## src/rtl/rse_pkg.sv

```systemverilog
// ----------------------------------------------------------------------------
// rse_pkg: shared types and constants
// Opcodes, error codes and payload structs of the register/stack execute unit.
// ----------------------------------------------------------------------------
package rse_pkg;

    localparam int DEF_NUM_REGS    = 10;
    localparam int DEF_STACK_DEPTH = 128;
    localparam int QUEUE_DEPTH     = 2;

    typedef enum logic [3:0] {
        OP_MOVI  = 4'd0,
        OP_MOV   = 4'd1,
        OP_ADD   = 4'd2,
        OP_MUL   = 4'd3,
        OP_DIV   = 4'd4,
        OP_CMP   = 4'd5,
        OP_PUSHI = 4'd6,
        OP_PUSH  = 4'd7,
        OP_POP   = 4'd8,
        OP_DEC   = 4'd9,
        OP_JNZ   = 4'd10,
        OP_HLT   = 4'd11,
        OP_NOP12 = 4'd12,
        OP_NOP13 = 4'd13,
        OP_NOP14 = 4'd14,
        OP_NOP15 = 4'd15
    } t_opcode;

    typedef enum logic [2:0] {
        ERR_NONE      = 3'd0,
        ERR_OVERFLOW  = 3'd1,
        ERR_UNDERFLOW = 3'd2,
        ERR_DIV_ZERO  = 3'd3,
        ERR_BAD_REG   = 3'd4
    } t_err;

    typedef struct packed {
        logic [3:0] opcode;
        logic [3:0] src_reg;
        logic [3:0] dst_reg;
        logic [6:0] immediate;
    } t_in_item;

    typedef struct packed {
        logic        wrote;
        logic [3:0]  written_reg;
        logic [31:0] written_value;
        logic        not_equal;
        logic        branch_taken;
        logic [6:0]  branch_target;
        logic [7:0]  stack_depth;
        logic [2:0]  error_code;
        logic        halted;
    } t_out_item;

    // classified instruction handed from front to back
    typedef struct packed {
        t_opcode    op;
        logic [3:0] src;
        logic [3:0] dst;
        logic [6:0] imm;
        logic       bad_reg;
    } t_cmd;

endpackage

```

## src/rtl/rse_front.sv

```systemverilog
// ----------------------------------------------------------------------------
// rse_front: accept and classify
// Checks register indices and queues classified commands for the back end.
// ----------------------------------------------------------------------------
module rse_front #(
    parameter int NUM_REGS = rse_pkg::DEF_NUM_REGS
) (
    input  logic              i_clk,
    input  logic              i_rst_n,
    input  logic              i_valid,
    output logic              o_stall,
    input  rse_pkg::t_in_item i_data,
    output logic              o_cmd_valid,
    input  logic              i_cmd_take,
    output rse_pkg::t_cmd     o_cmd
);
    import rse_pkg::*;

    localparam int PW = $clog2(QUEUE_DEPTH);

    t_cmd          r_q [QUEUE_DEPTH];
    logic [PW-1:0] r_wp, r_rp;
    logic [PW:0]   r_cnt;
    logic          need_s, need_d, push, pop;
    t_cmd          cmd;

    always_comb begin
        need_s = 1'b0;
        need_d = 1'b0;
        unique case (t_opcode'(i_data.opcode))
            OP_MOVI, OP_POP, OP_DEC: need_d = 1'b1;
            OP_MOV, OP_ADD, OP_MUL, OP_DIV, OP_CMP: begin
                need_s = 1'b1;
                need_d = 1'b1;
            end
            OP_PUSH: need_s = 1'b1;
            default: ;
        endcase
        cmd.op      = t_opcode'(i_data.opcode);
        cmd.src     = i_data.src_reg;
        cmd.dst     = i_data.dst_reg;
        cmd.imm     = i_data.immediate;
        cmd.bad_reg = (need_s && ({1'b0, i_data.src_reg} >= 5'(NUM_REGS)))
                   || (need_d && ({1'b0, i_data.dst_reg} >= 5'(NUM_REGS)));
    end

    assign o_stall     = (r_cnt == (PW+1)'(QUEUE_DEPTH));
    assign push        = i_valid && !o_stall;
    assign o_cmd_valid = (r_cnt != '0);
    assign pop         = o_cmd_valid && i_cmd_take;
    assign o_cmd       = r_q[r_rp];

    always_ff @(posedge i_clk) begin
        if (push) begin
            r_q[r_wp] <= cmd;
        end
        if (!i_rst_n) begin
            r_wp  <= '0;
            r_rp  <= '0;
            r_cnt <= '0;
        end else begin
            if (push) r_wp <= r_wp + 1'b1;
            if (pop)  r_rp <= r_rp + 1'b1;
            r_cnt <= r_cnt + (PW+1)'(push) - (PW+1)'(pop);
        end
    end

    a_cnt_bound: assert property (@(posedge i_clk) disable iff (!i_rst_n)
        r_cnt <= (PW+1)'(QUEUE_DEPTH)) else $error("queue count overrun");
    a_full_no_push: assert property (@(posedge i_clk) disable iff (!i_rst_n)
        o_stall |-> !push) else $error("push into full queue");
    a_empty_no_pop: assert property (@(posedge i_clk) disable iff (!i_rst_n)
        !o_cmd_valid |-> !pop) else $error("pop from empty queue");

endmodule

```

## config.mk

```make
export PLATFORM = sky130hd
export DESIGN_NAME = rse_front
export DESIGN_NICKNAME = d
export VERILOG_FILES = /design/src/rtl/rse_pkg.sv /design/src/rtl/rse_front.sv
export SDC_FILE = /design/constraint.sdc
export NUM_CORES = 1
export LEC_CHECK = 0
export ABC_AREA = 1
export BUFFER_PORTS_ARGS = -buffer_cell sky130_fd_sc_hd__buf_2
export CAP_MARGIN = 10
export CELL_PAD_IN_SITES_DETAIL_PLACEMENT = 1
export CELL_PAD_IN_SITES_GLOBAL_PLACEMENT = 1
export CORE_MARGIN = 3
export CORE_UTILIZATION = 32
export DETAILED_ROUTE_END_ITERATION = 8
export PLACE_DENSITY = 0.6
export RECOVER_POWER = 25
export SLEW_MARGIN = 10
export SYNTH_ARGS = -nofsm -noshare
export SYNTH_HDL_FRONTEND = slang
export SYNTH_SLANG_ARGS = --single-unit
```

## constraint.sdc

```tcl
create_clock -name i_clk -period 4.5 [get_ports i_clk]
set_input_delay 0.225 -clock i_clk [delete_from_list [all_inputs] [get_ports i_clk]]
set_output_delay 0.225 -clock i_clk [all_outputs]
set_load 0.005 [all_outputs]
```

Word level (Yosys, flattened, before mapping):

Memory sizes are Yosys's and may differ from the RTL's. A register that Yosys moved wholly into a read port is not among the register bits.
Index checks and enable logic that the tools add are counted.
W data, S select, Z words.

* register bits after elaboration: 4
* RAM bits: 40
* bits of input ports: 23
* output and inout port bits: 22
* memories: 1

* add/sub/neg operators: 4
* order comparisons: 2
* equality and inequality tests: 9
* multiplexer cells: 6
* reductions and logical operators: 10

Memory list
* r_q: depth 2, bits a word 20, read ports 1, clocked after memory_dff 1, write ports 1, RTL line rse_front.sv:21 `t_cmd r_q [QUEUE_DEPTH];`

Operators with widths (number)
* $eq A4 B3 Y1 const B: 3
* $eq A4 B2 Y1 const B: 2
* $eq A4 B4 Y1 const B: 2
* $ge A4 B4 Y1 const B: 2
* $reduce_or A8 Y1: 1
* $mux W1: 6
* $reduce_or A6 Y1: 1
* $eq A4 B1 Y1 const B: 1
* $logic_and A1 B1 Y1: 4
* $logic_not A4 Y1: 1
* $add A1 B1 Y1 const B: 2
* $add A2 B1 Y2: 1
* $eq A2 B2 Y1 const B: 1
* $reduce_bool A2 Y1: 1
* $sub A2 B1 Y2: 1
* $logic_not A1 Y1: 1
* $logic_or A1 B1 Y1: 1

Logic depth before layout (Yosys ltp):

Gate-level depths: netlist (run 1).

* depth in word-level cells: 5
* mapped depth: 11
* depth with buffers taken out: 11

Worst setup path before layout (run 1):

OpenSTA, ideal clock, no wires.

* path type: register to register
* start: register r_cnt[0]
* end: memory r_q[0][0] in the netlist's numbering, enable pin
* arrival time: 1419 ps
* required time: 4103 ps
* setup slack: 2685 ps
* cell stages (with the launch flop): 5
* buffers on the path: 0
* period minus slack after synthesis: 1815 ps
* cells stage by stage: dfxtp_1 > inv_1 > nand2_1 > nand2_1 > nor2_1

* longest elaborated chain between the ends: 5

RTL lines
* from (decl): RTL line rse_front.sv:23 `logic [PW:0] r_cnt;`
* from (signal assigned): RTL line rse_front.sv:64 `r_cnt <= r_cnt + (PW+1)'(push) - (PW+1)'(pop);`
* $eq A2 B2 Y1: RTL line rse_front.sv:47 `assign o_stall = (r_cnt == (PW+1)'(QUEUE_DEPTH));`
* $logic_not A1 Y1: RTL line rse_front.sv:48 `assign push = i_valid && !o_stall;`
* $logic_and A1 B1 Y1: RTL line rse_front.sv:48
* $mux W1: RTL line rse_front.sv:54 `if (push) begin`
* $mux W1 (not written as such): RTL line rse_front.sv:55 `r_q[r_wp] <= cmd;`
* to (decl): RTL line rse_front.sv:21

No other way between the ends.

Worst setup path after layout (run 1):

* start: register r_cnt[0]
* end: memory r_q[0][11] in the netlist's numbering, enable pin

The elaborated chain is that of the path after synthesis.

==> reports/qor.txt, run 1 <==
status -> finished clean
final period utilization -> 40.7%
CP Capture Type -> flop
antenna violations before repair -> 0
Routability Congestion -> 0.800
post-route ant nets -> 0
Pleak -> 0.927 nW
Worst slew margin -> 30.9%
final wirelength -> 3300 microns
unrepaired setup endpoints after global routing -> false
max layer used -> met4
Routed wire per std cell -> 13.8 microns
worst hold path class -> in2reg
core area -> 5340 sq um
Slowest Stage Delay on Critical Path -> 0.79 ns
Post-CTS Resized -> 0
WP buf/inv -> 1
synthesized instance count -> 117
Mapped Nets -> 142
Initial DRC Count -> 28
fillcell total -> 580
Max Cap Viol -> 0
cts bufs inserted -> 5
vias in the first global route -> 1,057
# placed instances -> 230
post-route met1 wirelength -> 1260 microns
Tot Pwr -> 1.18 mW
vias -> 1,030
CP required -> 4.42 ns
register area -> 1300 sq um
worst path cell trace -> inv_1, nand2_1, nand2_1, nor2_2
final setup violation count -> 0
Netlist cell types -> 11
Post-Synthesis Mean Instance Area -> 15.7 sq um
most numerous cell on the critical path -> nand2_1
All-Layer GR Usage -> 10.3%
H-tree Lvls -> 2
Clock Path Buffers -> 2
io pins -> 45
maximum operating frequency -> 546 MHz
CTS tree -> built
row count -> 26
fin cells -> 238
DR WL met2 -> 1780 microns
largest net degree at the start of global routing -> 21
Starting Density -> 34.5%
Area Overhead vs Synth -> 21.3%
met3 wire len -> 200 microns
commonest non-fill, non-tap cells in the layout -> edfxtp_1, buf_2, mux2_4, nand2_1, inv_1
Max VDD drop -> 207 uV
Post-DP Area -> 2130 sq um
global-route wire length before repair -> 4840 microns
CTS Hold Bufs -> 0
DRT Pass-1 Iters -> 2
Clock Sinks -> 45
Die H -> 81.8 microns
IO Port Bufs -> 44
CP max FO -> 20
Final Hold Vio Count -> 0
commonest non-fill, non-tap cell in the layout -> edfxtp_1
crit path max-delay cell type -> nor2_2
root buffer cell -> clkbuf_8
Worst-path clk slew -> 0.08 ns
post-CTS setup buffer count -> 0
Tmin final -> 1.83 ns
grt ovf -> 0
Via density -> 4.33
Yosys warning count -> 0
max-slew violations -> 0
CP arrival -> 1.75 ns
detailed-placement wirelength estimate -> 2350 microns
Top Family by Delay on Critical Path -> simple AND/OR/NAND/NOR gates
area used by multi-input combinational logic -> 469 sq um
pwr dens -> 528 nW/um^2
number of diodes -> 0
Yosys reg bits -> 45
die area -> 6690 sq um
Worst Max-Slew Pin Slew -> 1.04 ns
drt drc -> 0
clock skew -> 0.00408 ns
Clock Latency Late Sink -> 0.29 ns
Setup TNS -> 0 ns
finished layout cell area -> 2230 sq um
Die Span X -> 81.8 microns
crit path kind -> reg2reg
layout cell share with drive strength beyond 1 -> 36.9%
startpoint types -> flop
synthesized area -> 1840 sq um
nets -> 192
post-synthesis sequential area ratio -> 70.7%
[final timing paths]
kind / from / end / slack (ns) / cells past startpoint
setup / recovery: r_cnt[0] / r_q[0][11] / 2.67 / 4
hold / removal: i_data[4] / r_q[1][5] / 0.12 / 1
setup reg to reg: r_cnt[0] / r_q[0][11] / 2.67 / 4
hold reg to reg: r_rp / flop / 0.52 / 2
[synth_stat cells (all sizes together)]
| cell | count | area [sq um] |
|---|---|---|
| a21oi | 2 | 10.0 |
| buf | 2 | 22.5 |
| dfxtp | 5 | 100 |
| edfxtp | 40 | 1200 |
| ha | 2 | 25.0 |
| inv | 13 | 48.8 |
| mux2 | 20 | 300 |
| nand2 | 19 | 71.3 |
| nand3 | 3 | 15.0 |
| nor2 | 10 | 37.5 |
| o21a | 1 | 7.51 |
[routing by layer]
layer	vias up	GRT usage (%)
met3	7	3.95
li1	504	-
met4	0	4.98
met1	490	9.90
met5	-	0
met2	29	19.0
[flip-flops by register name, indices dropped and copies added, names as in the netlist, named ones only]
name,cells
r_q,40
r_cnt,2
r_rp,1
r_wp,1
[report_power, final]
| part | total [mW] | switching [mW] | internal, mW |
|---|---|---|---|
| Combinational | 0.326 | 0.159 | 0.167 |
| Sequential | 0.556 | 0.0223 | 0.534 |
| Clock | 0.297 | 0.133 | 0.163 |
| Total | 1.18 | 0.315 | 0.864 |
[worst reg2reg max path: stages (launching register included)]
cell     delay (ns)
dfxtp_1        0.36
inv_1          0.07
nand2_1        0.12
nand2_1        0.11
nor2_2         0.79
[cell families (layout without fill, tap and decap cells)]
group / Yosys count / after routing / share of synthesized area (%)
AOI/OAI and AO/OA: 3 / 3 / 0.953
adders and majority gates: 2 / 2 / 1.36
buffers and inverters: 15 / 66 / 3.88
DFF: 45 / 45 / 70.7
muxes: 20 / 20 / 16.3
and+or+nand+nor: 32 / 32 / 6.73
[metrics by stage]
step | hold WS [ns] | worst slack, ns | util (%)
final | 0.123 | 2.67 | 41.8
after CTS | 0.103 | 2.61 | 42.1
after global routing | 0.101 | 2.50 | 41.8
after floorplan | 0.318 | 2.68 | -
after global placement | 0.416 | 2.70 | 40.0
after detailed placement | 0.418 | 2.62 | 40.0
[cell type report]
type / instances / area share [%]
clock buffer: 5 / 3.08
clock inverter: 3 / 1.85
inverter: 13 / 2.19
multi-input combinational: 57 / 21.0
sequential: 45 / 58.3
tap: 70 / 3.93
timing repair buffer: 45 / 9.59
Power figures use the tool's default switching activity.
==> run 2, diff against run 1 <==
clock period = 1.7 ns   (was 4.5 ns; I/O delays follow)
==> run 2 against run 1 <==
Against the previous run: routed wire length rose by 2.2%; setup slack got worse by 2.5 ns; core utilization rose by 3.0 points; combinational power rose to 2.9 times the previous value; sequential power rose to 2.7 times the previous value; sequential cell count did not move; critical path depth rose by 6; clock skew fell by 0.00068 ns; non-clock buffer count rose by 15; highest routed layer unchanged; cell area rose by 7.2%; register-to-register slack got worse by 2.5 ns.
==> reports/qor.txt, run 2 (same netlist as run 1, synthesis figures left out) <==
status -> finished clean
vias -> 1,112 (+8.0%)
final period utilization -> 90.1% (+49 points)
startpoint types -> flop
Largest register FFs -> 40 (unchanged)
global-route wire length before repair -> 5420 microns (+12%)
Clock Path Buffers -> 2 (unchanged)
max-slew violations -> 0 (unchanged)
Routed wire per std cell -> 13.4 microns (-3.5%)
Tot Pwr -> 3.16 mW (+170%)
Worst slew margin -> 80.6% (+50 points)
final setup violation count -> 0 (unchanged)
Routability Congestion -> 0.743 (-7.1%)
post-CTS setup buffer count -> 0 (unchanged)
Tmin final -> 1.53 ns (-0.300 ns)
All-Layer GR Usage -> 10.9% (+0.62 points)
CTS tree -> built
Clock Latency Late Sink -> 0.28 ns (about the same)
CP Capture Type -> flop
crit path max-delay cell type -> dfxtp_2
pwr dens -> 1320 nW/um^2 (+150%)
CP arrival -> 1.71 ns (-0.04 ns)
CP required -> 1.88 ns (-2.54 ns)
antenna violations before repair -> 0 (unchanged)
max layer used -> met4
Via density -> 4.41 (+2.0%)
fillcell total -> 580 (unchanged)
die area -> 6690 sq um (unchanged)
crit path kind -> reg2reg
slack of the critical path -> 0.168 ns (-2.50 ns)
Die H -> 81.8 microns (unchanged)
top flop regs -> r_q (40), r_cnt (2)
Final Core Density -> 44.8% (+3.0 points)
drt drc -> 0 (unchanged)
worst path cell trace -> inv_1, nand2_2, nand2_1, ha_1, inv_1, ha_1, inv_1, nand2_1, a21oi_2, nor2_1
number of diodes -> 0 (unchanged)
io pins -> 45 (unchanged)
Max VDD drop -> 522 uV (+150%)
unrepaired setup endpoints after global routing -> false
DR WL met2 -> 1830 microns (+2.7%)
largest net degree at the start of global routing -> 21 (unchanged)
met3 wire len -> 205 microns (+2.5%)
Starting Density -> 34.5% (unchanged)
post-route met1 wirelength -> 1310 microns (+4.1%)
Biggest register -> r_q
most numerous cell on the critical path -> inv_1
Pleak -> 1.00 nW (+7.9%)
cts bufs inserted -> 5 (unchanged)
DRT Pass-1 Iters -> 4 (+2)
worst hold path class -> in2reg
core area -> 5340 sq um (unchanged)
layout cell share with drive strength beyond 1 -> 37.4% (+0.46 points)
Initial DRC Count -> 47 (+68%)
Worst-path clk slew -> 0.08 ns (about the same)
Area Overhead vs Synth -> 30.0%
Final Hold Vio Count -> 0 (unchanged)
Placement Setup Slack -> 0.0773 ns (-2.54 ns)
root buffer cell -> clkbuf_8
IO Port Bufs -> 44 (unchanged)
Die Span X -> 81.8 microns (unchanged)
final wirelength -> 3370 microns (+2.2%)
H-tree Lvls -> 2 (unchanged)
CP max FO -> 4 (-80%)
Worst Max-Slew Pin Slew -> 0.291 ns (-0.745 ns)
post-route ant nets -> 0 (unchanged)
detailed-placement wirelength estimate -> 2360 microns (+0.40%)
commonest non-fill, non-tap cells in the layout -> edfxtp_1, buf_2, mux2_4, nand2_1
nets -> 207 (+7.8%)
Max Cap Viol -> 0 (unchanged)
Slowest Stage Delay on Critical Path -> 0.35 ns (-0.44 ns)
row count -> 26 (unchanged)
clock skew -> 0.00340 ns (-0.000681 ns)
commonest non-fill, non-tap cell in the layout -> edfxtp_1
Setup TNS -> 0 ns (unchanged)
Clock Sinks -> 45 (unchanged)
grt ovf -> 0 (unchanged)
vias in the first global route -> 1,193 (+13%)
maximum operating frequency -> 653 MHz (+20%)
run 2: routing by layer:
layer / track usage (%) / vias up
li1: - / 535
met2: 20.1 / 26
met4: 3.99 / 0
met5: 0 / -
met1: 11.6 / 549
met3: 3.40 / 2
run 2: area by class of cell:
type | count | area, sq um | area share, %
clock inverter | 2 | 35.0 | 1.47
clock buffer | 5 | 68.8 | 2.88
tap | 70 | 87.6 | 3.66
inverter | 13 | 48.8 | 2.04
multi-input combinational | 57 | 475 | 19.9
sequential | 45 | 1300 | 54.5
timing repair buffer | 60 | 373 | 15.6
run 2: power breakdown:
part,leakage [nW],switching (mW),internal [mW]
logic,0.531,0.441,0.494
clock network,0.0540,0.324,0.427
registers,0.416,0.0658,1.41
total,1.00,0.831,2.33
run 2: what timing repair did:
action	4_1_cts	5_1_grt
hold buffers	13	0
gates resized for setup	0	3
setup endpoints to repair	0	1
hold endpoints to repair	25	0
run 2: stage by stage:
step           hold WS, ns  cell area, sq um  cells
2_1_floorplan        0.178              1840    117
3_3_place_gp         0.274              2160    232
3_5_place_dp         0.277              2160    232
4_1_cts           0.000652              2400    252
5_1_grt             0.0391              2390    252
6_report            0.0363              2390    252
run 2: path summary, 6_finish.rpt:
path             from  endpoint  slack [ns]  cells after the start
min reg2reg      r_rp      flop        0.51                      2
max reg2reg  r_cnt[0]  r_cnt[1]        0.17                     10
min           i_rst_n  r_cnt[0]        0.04                      3
max          r_cnt[0]  r_cnt[1]        0.17                     10
run 2: worst max-delay path, delay by kind of cell, from the launching register on:
| family | cells | cell delay (ns) |
|---|---|---|
| compound gates | 1 | 0.14 |
| flops | 1 | 0.35 |
| simple gates | 4 | 0.31 |
| buf+inv | 3 | 0.17 |
| fa+ha+maj | 2 | 0.47 |
==> run 3, diff against run 2 <==
CORE_ASPECT_RATIO = 0.5   (was default)
==> run 3 against run 2 <==
Against the previous run: total power increased by 4.4%; setup slack better by 0.013 ns; core utilization increased by 0.80 points; non-clock buffer count shrank 5; sequential share of layout area up 0.17 points; via count decreased by 2.9%; register-to-register slack about the same; cell area decreased by 0.31%; critical endpoint unchanged; largest cell class unchanged.
==> reports/qor.txt, run 3 (same netlist as run 1, synthesis figures left out) <==
status -> finished clean
Pleak -> 0.997 nW (-0.30%)
Largest register FFs -> 40 (unchanged)
Setup TNS -> 0 ns (unchanged)
IO Port Bufs -> 44 (unchanged)
Routed wire per std cell -> 12.7 microns (-4.6%)
crit path kind -> reg2reg
fin cells -> 248 (-1.6%)
post-CTS setup buffer count -> 0 (unchanged)
vias in the first global route -> 1,178 (-1.3%)
Max Cap Viol -> 0 (unchanged)
Initial DRC Count -> 17 (-64%)
Tmin final -> 1.52 ns (-0.0134 ns)
cts bufs inserted -> 5 (unchanged)
grt ovf -> 0 (unchanged)
fillcell total -> 562 (-3.1%)
final period utilization -> 89.3% (-0.79 points)
Die Span X -> 113 microns (+38%)
CP required -> 1.87 ns (about the same)
row count -> 18 (-31%)
vias -> 1,080 (-2.9%)
post-route ant nets -> 0 (unchanged)
Worst Max-Slew Pin Slew -> 0.292 ns (+0.00125 ns)
layout cell share with drive strength beyond 1 -> 37.1% (-0.28 points)
unrepaired setup endpoints after global routing -> false
commonest non-fill, non-tap cells in the layout -> edfxtp_1, buf_2, mux2_4, nand2_1, inv_1
detailed-placement wirelength estimate -> 2240 microns (-4.9%)
core area -> 5230 sq um (-2.1%)
Via density -> 4.35 (-1.3%)
Placement Setup Slack -> 0.0865 ns (+0.00928 ns)
commonest non-fill, non-tap cell in the layout -> edfxtp_1
All-Layer GR Usage -> 10.2% (-0.67 points)
Clock Latency Late Sink -> 0.28 ns (about the same)
pwr dens -> 1390 nW/um^2 (+4.8%)
final setup violation count -> 0 (unchanged)
Worst slew margin -> 80.5% (-0.083 points)
antenna violations before repair -> 0 (unchanged)
Biggest register -> r_q
root buffer cell -> clkbuf_16
max-slew violations -> 0 (unchanged)
CP arrival -> 1.69 ns (-0.02 ns)
global-route wire length before repair -> 5370 microns (-0.89%)
final wirelength -> 3160 microns (-6.1%)
# placed instances -> 232 (unchanged)
nets -> 202 (-2.4%)
CP Capture Type -> flop
H-tree Lvls -> 2 (unchanged)
top flop regs -> r_q (40), r_cnt (2)
Die H -> 59.6 microns (-27%)
Area Overhead vs Synth -> 29.6%
startpoint types -> flop
Routability Congestion -> 0.712 (-4.2%)
number of diodes -> 0 (unchanged)
Clock Path Buffers -> 2 (unchanged)
io pins -> 45 (unchanged)
largest net degree at the start of global routing -> 21 (unchanged)
Final Hold Vio Count -> 0 (unchanged)
Worst-path clk slew -> 0.06 ns (-0.02 ns)
Clock Sinks -> 45 (unchanged)
Starting Density -> 35.2% (+0.73 points)
slack of the critical path -> 0.181 ns (+0.0134 ns)
CTS tree -> built
drt drc -> 0 (unchanged)
DRT Pass-1 Iters -> 3 (-1)
maximum operating frequency -> 658 MHz (+0.88%)
Max VDD drop -> 637 uV (+22%)
die area -> 6750 sq um (+0.82%)
worst hold path class -> in2reg
Tot Pwr -> 3.30 mW (+4.4%)
CP max FO -> 4 (unchanged)
clock skew -> 0.00501 ns (+0.00161 ns)
[run 3: routing by layer]
layer	wire length (microns)	global-route usage (%)
met1	1340	10.7
met2	1650	19.8
met3	161	3.98
met4	14	2.57
met5	0	0
[run 3: power breakdown]
part / internal [mW] / leakage [nW] / switching [mW]
Sequential: 1.41 / 0.416 / 0.0667
Combinational: 0.501 / 0.511 / 0.424
Clock: 0.539 / 0.0706 / 0.360
Total: 2.45 / 0.997 / 0.851
[run 3: area by class of cell]
| type | count | area [sq um] | area share [%] |
|---|---|---|---|
| Sequential cell | 45 | 1300 | 54.6 |
| Multi-Input combinational cell | 57 | 472 | 19.8 |
| Timing Repair Buffer | 55 | 334 | 14.0 |
| Clock buffer | 6 | 129 | 5.41 |
| Tap cell | 70 | 87.6 | 3.67 |
| Inverter | 13 | 48.8 | 2.05 |
| Clock inverter | 2 | 10.0 | 0.420 |
[run 3: worst paths after layout]
kind,start,to,cells after the start,slack [ns]
max reg2reg,r_cnt[0],r_cnt[1],10,0.18
min,i_data[1],r_q[0][2],1,0.03
max,r_cnt[0],r_cnt[1],10,0.18
min reg2reg,r_rp,r_rp,2,0.51
[run 3: through the flow]
| stage | hold slack, ns | area (sq um) | util (%) |
|---|---|---|---|
| floorplan | 0.178 | 1840 | - |
| global placement | 0.273 | 2170 | 41.6 |
| detailed placement | 0.280 | 2170 | 41.6 |
| CTS | 0.00114 | 2380 | 45.6 |
| global route | 0.0498 | 2380 | 45.6 |
| finish | 0.0310 | 2380 | 45.6 |
[run 3: worst max-delay path: stages (launching register included)]
cell and delay [ns]:
dfxtp_2 0.34, inv_1 0.07, nand2_2 0.09, nand2_1 0.09, ha_1 0.29, inv_1 0.04
ha_1 0.18, inv_1 0.05, nand2_1 0.06, a21oi_1 0.15, nor2_1 0.06
[run 3: repair_timing]
item | in CTS | in global routing
resized for setup | 0 | 2
hold endpoints to repair | 13 | 2
hold buffers | 7 | 1
setup endpoints to repair | 0 | 1
